### config.mk
export PLATFORM = sky130hd
export DESIGN_NAME = multi_channel_input_debouncer_top
export DESIGN_NICKNAME = d
export VERILOG_FILES = /design/src/rtl/mcid_pkg.sv /design/src/rtl/mcid_scan.sv /design/src/rtl/multi_channel_input_debouncer_top.sv
export SDC_FILE = /design/constraint.sdc
export NUM_CORES = 1
export LEC_CHECK = 0
export BUFFER_PORTS_ARGS = -buffer_cell sky130_fd_sc_hd__buf_2
export CORE_MARGIN = 2
export CORE_UTILIZATION = 57
export DETAILED_ROUTE_END_ITERATION = 10
export HOLD_SLACK_MARGIN = 0.03
export PLACE_DENSITY = 0.78
export SETUP_SLACK_MARGIN = 0.1
export SLEW_MARGIN = 20
export SYNTH_ARGS = -nofsm -noshare
export SYNTH_HDL_FRONTEND = slang
export SYNTH_HIERARCHICAL = 1
export SYNTH_SLANG_ARGS = --single-unit
### constraint.sdc
create_clock -name clk -period 3.8 [get_ports clk]
set_input_delay 0.76 -clock clk [delete_from_list [all_inputs] [get_ports clk]]
set_output_delay 0.76 -clock clk [all_outputs]
set_load 0.03 [all_outputs]
### src/rtl/mcid_pkg.sv
`default_nettype none
package mcid_pkg;

  localparam int CHANNELS   = 16;
  localparam int GAP_W      = 10;
  localparam int LIMIT_W    = 8;
  localparam int LEVELS_W   = 16;
  localparam int CFG_IDX_W  = 2;

  localparam logic [GAP_W-1:0]    GAP_RESET   = GAP_W'(10);
  localparam logic [LIMIT_W-1:0]  LIMIT_RESET = LIMIT_W'(3);
  localparam logic [LEVELS_W-1:0] IDLE_RESET  = '0;

  typedef enum logic [CFG_IDX_W-1:0] {
    REG_SCAN_GAP       = 2'd0,
    REG_DEBOUNCE_LIMIT = 2'd1,
    REG_IDLE_LEVELS    = 2'd2
  } cfg_reg_t;

  typedef struct packed {
    logic               scan;
    logic [LIMIT_W-1:0] limit;
  } scan_ctl_t;

endpackage
`default_nettype wire

### src/rtl/mcid_scan.sv
`default_nettype none
module mcid_scan
  import mcid_pkg::*;
(
  input  wire logic                clk,
  input  wire logic                rst_n,
  input  wire logic                adv,
  input  wire scan_ctl_t           ctl,
  input  wire logic [CHANNELS-1:0] raw,
  output logic      [CHANNELS-1:0] stable_nxt
);

  logic [CHANNELS-1:0] stable_r;
  logic [CHANNELS-1:0] cand_r;
  logic [CHANNELS-1:0] cand_nxt;
  logic [LIMIT_W-1:0]  cnt_r   [CHANNELS];
  logic [LIMIT_W-1:0]  cnt_nxt [CHANNELS];

  always_comb begin
    for (int i = 0; i < CHANNELS; i++) begin
      stable_nxt[i] = stable_r[i];
      cand_nxt[i]   = cand_r[i];
      cnt_nxt[i]    = cnt_r[i];
      if (ctl.scan && (raw[i] != stable_r[i])) begin
        if (raw[i] == cand_r[i]) begin
          // count up to the limit, then take the new level on a later scan
          if (cnt_r[i] < ctl.limit) begin
            cnt_nxt[i] = cnt_r[i] + LIMIT_W'(1);
          end else begin
            stable_nxt[i] = raw[i];
          end
        end else begin
          cand_nxt[i] = raw[i];
          cnt_nxt[i]  = '0;
        end
      end
    end
  end

  always_ff @(posedge clk) begin
    if (!rst_n) begin
      stable_r <= IDLE_RESET[CHANNELS-1:0];
      cand_r   <= IDLE_RESET[CHANNELS-1:0];
      for (int i = 0; i < CHANNELS; i++) begin
        cnt_r[i] <= '0;
      end
    end else if (adv) begin
      stable_r <= stable_nxt;
      cand_r   <= cand_nxt;
      for (int i = 0; i < CHANNELS; i++) begin
        cnt_r[i] <= cnt_nxt[i];
      end
    end
  end

endmodule
`default_nettype wire

### src/rtl/multi_channel_input_debouncer_top.sv
// Multi-channel input debouncer.
// Input channel (in_valid/in_ready): one transaction per system tick, carrying
// the raw levels of all 16 pins. A tick prescaler triggers a scan every
// scan_gap ticks; on a scan every channel runs its own debounce counter.
// Output channel (out_valid/out_ready): one transaction per input, carrying
// the active flags (stable level differs from idle), the run mode of channel 0,
// a pulse when the run mode changed and a flag for ticks that scanned.
// out_valid rises in the cycle after input acceptance. Throughput is one
// tick per cycle while the receiver takes results; the per-channel compare and count update is the only logic
// between the input handshake and the result register.
// If the receiver stalls, the result register holds and in_ready stays high
// only in the cycle where the held result is taken, so nothing is dropped.
// Configuration (cfg_valid/cfg_ready, always ready): index 0 scan_gap,
// 1 debounce_limit, 2 idle_levels; other indexes are ignored.
// Reset: scan_gap 10, debounce_limit 3, idle levels 0, stable and candidate
// levels at idle, counts and prescaler cleared, no previous run mode.
`default_nettype none
module multi_channel_input_debouncer_top
  import mcid_pkg::*;
(
  input  wire logic                 clk,
  input  wire logic                 rst_n,
  input  wire logic                 in_valid,
  output logic                      in_ready,
  input  wire logic [LEVELS_W-1:0]  in_raw_levels,
  output logic                      out_valid,
  input  wire logic                 out_ready,
  output logic      [LEVELS_W-1:0]  out_active_levels,
  output logic                      out_run_active,
  output logic                      out_mode_toggle,
  output logic                      out_scan_done,
  input  wire logic                 cfg_valid,
  output logic                      cfg_ready,
  input  wire logic [CFG_IDX_W-1:0] cfg_index,
  input  wire logic [LEVELS_W-1:0]  cfg_data
);

  logic [GAP_W-1:0]    gap_r;
  logic [LIMIT_W-1:0]  limit_r;
  logic [LEVELS_W-1:0] idle_r;
  logic [GAP_W-1:0]    tick_r;
  logic [GAP_W-1:0]    tick_inc;
  logic [GAP_W-1:0]    tick_nxt;
  logic                last_mode_r;
  logic                last_valid_r;
  logic                adv;
  logic                scan;
  logic                run;
  logic [CHANNELS-1:0] stable_nxt;
  logic [CHANNELS-1:0] active;
  scan_ctl_t           ctl;

  logic                out_valid_r;
  logic [LEVELS_W-1:0] active_r;
  logic                run_r;
  logic                switched_r;
  logic                scan_done_r;

  assign cfg_ready = 1'b1;
  assign in_ready  = !out_valid_r || out_ready;
  assign adv       = in_valid && in_ready;

  always_ff @(posedge clk) begin
    if (!rst_n) begin
      gap_r   <= GAP_RESET;
      limit_r <= LIMIT_RESET;
      idle_r  <= IDLE_RESET;
    end else if (cfg_valid) begin
      case (cfg_index)
        REG_SCAN_GAP:       gap_r   <= cfg_data[GAP_W-1:0];
        REG_DEBOUNCE_LIMIT: limit_r <= cfg_data[LIMIT_W-1:0];
        REG_IDLE_LEVELS:    idle_r  <= cfg_data;
        default: ;
      endcase
    end
  end

  // prescaler: wrap at the gap and scan on that tick
  always_comb begin
    tick_inc = tick_r + GAP_W'(1);
    scan     = (tick_inc >= gap_r);
    tick_nxt = scan ? '0 : tick_inc;
  end

  assign ctl.scan  = scan;
  assign ctl.limit = limit_r;

  mcid_scan u_scan (
    .clk        (clk),
    .rst_n      (rst_n),
    .adv        (adv),
    .ctl        (ctl),
    .raw        (in_raw_levels[CHANNELS-1:0]),
    .stable_nxt (stable_nxt)
  );

  assign active = stable_nxt ^ idle_r[CHANNELS-1:0];
  assign run    = active[0];

  always_ff @(posedge clk) begin
    if (!rst_n) begin
      tick_r       <= '0;
      last_mode_r  <= 1'b0;
      last_valid_r <= 1'b0;
      out_valid_r  <= 1'b0;
    end else begin
      if (adv) begin
        tick_r       <= tick_nxt;
        last_mode_r  <= run;
        last_valid_r <= 1'b1;
        out_valid_r  <= 1'b1;
      end else if (out_ready) begin
        out_valid_r  <= 1'b0;
      end
    end
  end

  always_ff @(posedge clk) begin
    if (adv) begin
      active_r    <= LEVELS_W'(active);
      run_r       <= run;
      switched_r  <= last_valid_r && (run != last_mode_r);
      scan_done_r <= scan;
    end
  end

  assign out_valid         = out_valid_r;
  assign out_active_levels = active_r;
  assign out_run_active    = run_r;
  assign out_mode_toggle   = switched_r;
  assign out_scan_done     = scan_done_r;

endmodule
`default_nettype wire

-- Word-level counts from Yosys, hierarchy flattened
Memories as Yosys holds them, arrays and structs flattened.
Cells that the tools add are included.
- bits of input ports: 39
- output and inout port bits: 22
- memories: 1
- logic and storage cells: 291
- register bits: 98
- bits in writable memories: 128
- $add $sub $neg: 17
- reductions and logical operators: 41
- bitwise gates (word level): 33
- $lt $le $gt $ge: 17
- mux-type cells: 119
- equal/unequal tests: 35
- memories (memory ; words ; width ; read ports ; clocked after memory_dff ; wr ports ; RTL line ; text):
    u_scan.cnt_r ; 16 ; 8 ; 16 ; 0 ; 16 ; mcid_scan.sv:16 ; logic [LIMIT_W-1:0] cnt_r [CHANNELS];
- operators with widths (operator ; number):
    2-to-1 mux 8 bit ; 64
    adder 8 x 1 -> 8 bit (second input constant) ; 16
    less-than comparator 8 bit ; 16
    2-to-1 mux 1 bit ; 54
    AND reduction 3 bit ; 16
    logical AND 1 bit ; 18
    inequality test 1 bit ; 17
    equality test 1 bit ; 16
    NOT 1 bit ; 16
    OR 1 bit ; 16
    XOR 16 bit ; 1
    adder 10 x 1 -> 10 bit (second input constant) ; 1
    greater-or-equal comparator 10 bit ; 1
    2-to-1 mux 10 bit ; 1
    AND reduction 2 bit ; 3
    equality test 2 x 1 -> 1 bit (second input constant) ; 1
    equality test 2 bit (second input constant) ; 1
    logical NOT 2 bit ; 1
    nonzero test 2 bit ; 1
    logical NOT 1 bit ; 1
    logical OR 1 bit ; 1

-- Logic depth before layout (Yosys ltp)
An unclocked memory read counts as a cell.
- depth after elaboration: 8
- depth in mapped cells: 18
- gate-level depth less buffers: 16

-- Cells and area by module
Netlist, hierarchy kept.
- modules (own cells, without submodules) (module ; seq. area each (µm²) ; area an instance (µm²) ; cells each ; instances):
    mcid_scan ; 4484.3 ; 11509.8 ; 1221 ; 1
    multi_channel_input_debouncer_top ; 1481.4 ; 2900.3 ; 296 ; 1

-- Least setup slack after synthesis
Ideal clock, no wire load.
- path type: register -> register
- from: reg tick_r[0] (netlist name)
- to: mem u_scan.cnt_r[2][0], in the netlist u_scan/cnt_r[0][16] (enable)
- setup time: 384 ps
- data arrival time: 3380 ps
- cell stages (with the launch flop): 17
- data required time: 3416 ps
- buffers on the path: 3
- period minus slack after synthesis: 3764 ps
- slack: 36 ps
- path through: dfxtp_1 -> ha_1 -> nand2_1 -> nor2_1 -> xnor2_1 -> inv_1 -> ha_1 -> nand2_1 -> nor2_1 -> nand3_2 -> nand2_2 -> buf_4 -> nand2_4 -> and2_4 -> buf_6 -> buf_6 -> a2111oi_2
- RTL lines (item ; RTL line):
    end, declared ; mcid_scan.sv:16

-- Worst setup path in the final report
- from: reg tick_r[2]
- to: reg switched_r, in the netlist out_mode_toggle (data pin)
- longest elaborated chain between the ends: 7
- ends and longest elaborated chain (item ; RTL line ; text):
    start, declared ; multi_channel_input_debouncer_top.sv:41 ; logic [GAP_W-1:0] tick_r;
    start signal, assigned ; multi_channel_input_debouncer_top.sv:108 ; tick_r <= tick_nxt;
    adder 10 x 1 -> 10 bit ; multi_channel_input_debouncer_top.sv:80 ; tick_inc = tick_r + GAP_W'(1);
    greater-or-equal comparator 10 bit ; multi_channel_input_debouncer_top.sv:81 ; scan = (tick_inc >= gap_r);
    named net scan ; multi_channel_input_debouncer_top.sv:47 ; logic scan;
    logical AND 1 bit ; mcid_scan.sv:24 ; if (ctl.scan && (raw[i] != stable_r[i])) begin
    2-to-1 mux 1 bit ; mcid_scan.sv:24 ;
    named net stable_nxt[0] ; multi_channel_input_debouncer_top.sv:49 ; logic [CHANNELS-1:0] stable_nxt;
    XOR 16 bit ; multi_channel_input_debouncer_top.sv:97 ; assign active = stable_nxt ^ idle_r[CHANNELS-1:0];
    named net active[0] ; multi_channel_input_debouncer_top.sv:50 ; logic [CHANNELS-1:0] active;
    inequality test 1 bit ; multi_channel_input_debouncer_top.sv:122 ; switched_r <= last_valid_r && (run != last_mode_r);
    logical AND 1 bit ; multi_channel_input_debouncer_top.sv:122 ;
    end signal, assigned ; multi_channel_input_debouncer_top.sv:122 ;
    end, declared ; multi_channel_input_debouncer_top.sv:56 ; logic switched_r;
The timed path passes the listed nets, and every way through them passes these cells.
A chain may end at the register's enable or synchronous reset.

==> results.txt <==
clk slew on worst S/H paths = 0.06 ns
Cell Pwr Density = 410 mW/mm^2
Layout area overhead = 10.7%
Final Max Tran Viols = 0
total CTS buffers = 26
sequential share of power = 45.9%
sw power = 1.85 mW
register area share after synthesis = 41.4%
Final min period = 3.49 ns
Worst VDD drop = 0.348 mV
H-tree depth = 1
status = finished, final reports clean
main area contributors after synthesis = edfxtp_1 30%, ha_1 12%, dfxtp_1 11%
maximum clock path buffer count = 3
number of setup violations in the final report = 0
Max-Cap Viols = 0
critical path class = register to register
Worst Setup End Kind = register
vias in the first global route = 10816
dpl hpwl = 22.9 mm
CTS Root Cell = clkbuf_16
GR Overflow Total = 0
clock sinks = 225
Worst Setup Start Kind = register
Final Hold Viols = 0
total leakage power = 6.20 nW
largest net degree at the start of global routing = 48
share of layout cells above drive strength 1 = 11.8%
CP max-delay cell = dfxtp_1
drt wl/cell = 17.8 um
Total Routing Usage GR = 25.6%
antenna viol nets, final = 0
maximum clock frequency = 0.287 GHz
DRC Markers = 0
CP max stage delay = 0.42 ns
core area = 0.0250 mm^2
Post-Syn Area = 0.0144 mm^2
Arr. time, crit path = 3.78 ns
fraction of registers with async set/reset = 0%
Sw Ratio = 28.3%
cells after synthesis = 1517
setup TNS = 0 ns
vias per cell = 6.02
final worst slack = 0.314 ns
# fillers = 1995
I/O pin cnt = 61
Iteration-0 DRC Markers = 899
die extent in y = 163 um
Worst EP required = 4.09 ns
Worst Skew = 0.0149 ns
Slew @ Worst Pin = 1.12 ns
Hold-fix buffers, CTS = 0
dpl ws = 0.151 ns
gpl congestion = 0.872
post-placement cell count = 1872
Clk network pwr share = 38.6%
Seq cells post-synth = 225
die width = 163 um
yosys warns = 6
total die area = 0.0266 mm^2
Synth top area share = 30.4%
RSZ-0062 raised after global routing = no
DR vias = 11563
Syn Nets = 1695
Hold Path Class = primary input to register
Initial Utilization = 57.6%
Slew HR = 25.5%
first-pass GRT wire length = 55.0 mm
crit-path max FO = 8
DRT Wirelength = 34.2 mm
Comb power frac = 15.4%
CTS tree = built
Syn Area/Cell = 9.50 um^2
Primary FF master, synth = edfxtp_1
Finished Layout Cells = 1921
Pre-antenna DRT Iters = 7
Buffers on Ports = 59
Hold Startpoint = cfg_data[9]
post-synth top area cell = edfxtp_1
Reg-to-Reg Start = tick_r[2]
critical path, cell by cell = and3_4 > and3_4 > nand3_4 > xnor2_1 > ha_1 > a21oi_1 > o21ai_0 > a31oi_4 > nand2_2 > inv_1 > o31ai_1 > o211ai_1 > xor2_1 > xor2_1 > and2_1
Period Utilization, post-route = 91.7%
internal power = 4.69 mW
Post-synth EDFFs = 146
diode count = 0
Netlist cell types = 56
final net count = 1749
initial antenna violation count = 0
clock latency on the worst-skew pair = 0.53 ns
Setup crit start = tick_r[2]
Placement Rows = 58
==> stage by stage <==
stage | instance area (um^2) | hold WS, ns | utilization [%] | power (mW)
floorplan | 14400 | 0.432 | - | 3.74
global placement | 15100 | 0.449 | 60.1 | 3.98
detailed placement | 15100 | 0.465 | 60.1 | 4.03
CTS | 15900 | 0.460 | 63.6 | 6.55
global route | 16000 | 0.480 | 63.7 | 6.82
finish | 16000 | 0.470 | 63.7 | 6.55
==> cell type report <==
| type | count | area, um^2 | share of cell area (%) |
|---|---|---|---|
| multi-input cells | 1197 | 8030 | 50.3 |
| flip-flops and latches | 225 | 5970 | 37.4 |
| clock buffers | 36 | 771 | 4.83 |
| repair buffers | 96 | 588 | 3.69 |
| well taps | 330 | 413 | 2.59 |
| clock inverters | 12 | 93.8 | 0.588 |
| inverters | 25 | 93.8 | 0.588 |
==> repair_timing <==
action | 4_1_cts | 5_1_grt
resized for setup | 0 | 5
setup endpoints to repair | 0 | 157
setup buffers | 0 | 1
==> cell usage after synthesis, types with 3 or more instances <==
cell and n:
nor3_1 17, a21boi_0 5, o31ai_1 18, a21oi_2 9, o21ai_1 23, clkbuf_1 44
xnor2_1 46, nor3b_1 14, nand3_1 97, xor2_1 90, o21bai_1 15, a211oi_1 16
nor2_1 180, a21oi_1 95, nand3b_1 32, buf_6 5, nor2b_1 7, and2b_1 10
a2111oi_2 16, o21ai_0 56, and2_1 19, nand2_1 153, buf_2 14, o211ai_1 21
ha_1 139, nor4_1 16, edfxtp_1 146, inv_1 23, and3_1 59, buf_4 7
or2_2 3, nand4_1 5, mux2i_1 9, dfxtp_1 79
==> flip-flops by register name, summed over array words and instances (netlist names) <==
register,flops
gap_r,10
idle_r,16
last_mode_r,1
last_valid_r,1
limit_r,8
out_active_levels,16
out_mode_toggle,1
out_scan_done,1
out_valid,1
tick_r,10
u_scan/cand_r,16
u_scan/cnt_r,128
u_scan/stable_r,16
==> cell usage in the layout (no fill, tap or decap), types with 3 or more instances in the layout <==
master,count
nor3b_1,14
o211ai_1,21
xor2_1,90
nand4_1,5
buf_2,58
mux2i_1,9
nand3_1,97
clkinv_1,3
and2_1,18
nor4_1,16
ha_1,138
nand2_1,153
o21ai_0,56
dfxtp_1,79
nor2_1,179
a21oi_2,9
clkbuf_16,28
o31ai_1,18
a21boi_0,5
edfxtp_1,146
and2b_1,10
o21ai_1,23
nor3_1,17
a211oi_1,16
or2_2,3
buf_4,37
a2111oi_2,16
clkinv_2,6
and3_1,59
nand3b_1,32
clkbuf_8,4
nor2b_1,7
inv_1,23
o21bai_1,15
nand3_4,3
xnor2_1,46
a21oi_1,95
clkbuf_1,4
==> final timing paths <==
kind	end	slack (ns)	cells after the start
setup / recovery	out_mode_toggle	0.31	15
hold / removal	gap_r[9]	0.47	3
setup reg to reg	out_mode_toggle	0.31	15
hold reg to reg	idle_r[12]	0.47	2
==> cells by family (layout without fill, tap and decap cells) <==
family / count (synthesis) / count (layout) / synth area share [%]
other: 1 / 1 / 0.0260
and+or+nand+nor: 628 / 628 / 21.6
buffers and inverters: 95 / 169 / 3.04
muxes: 9 / 9 / 0.625
AOI/OAI and AO/OA: 284 / 284 / 13.0
xor gates and xnor gates: 136 / 136 / 8.27
adders and majority gates: 139 / 139 / 12.1
DFF: 225 / 225 / 41.4
==> per-layer routing <==
| metal | GRT usage [%] | part of all wire (%) | up-vias |
|---|---|---|---|
| li1 | - | - | 5589 |
| met1 | 34.9 | 44 | 5530 |
| met2 | 42.3 | 47 | 375 |
| met3 | 3.59 | 6.4 | 69 |
| met4 | 8.17 | 2.6 | 0 |
| met5 | 0 | 0 | - |
==> critical path: cells and delay by family, from the launching register on <==
family	cells	cell delay (ns)
AOI/OAI and AO/OA	5	0.75
xor gates and xnor gates	3	0.64
adders and majority gates	1	0.30
buffers and inverters	1	0.30
DFF	1	0.42
and+or+nand+nor	5	0.83
==> power groups by stage <==
stage / Combinational (mW) / Clock (mW) / Sequential [mW]
global placement: 0.938 / 0 / 3.05
global route: 1.13 / 2.65 / 3.03
floorplan: 0.759 / 0 / 2.98
CTS: 0.996 / 2.55 / 3.00
finish: 1.01 / 2.53 / 3.01
detailed placement: 0.981 / 0 / 3.05
(Power assumes the default switching activity.)
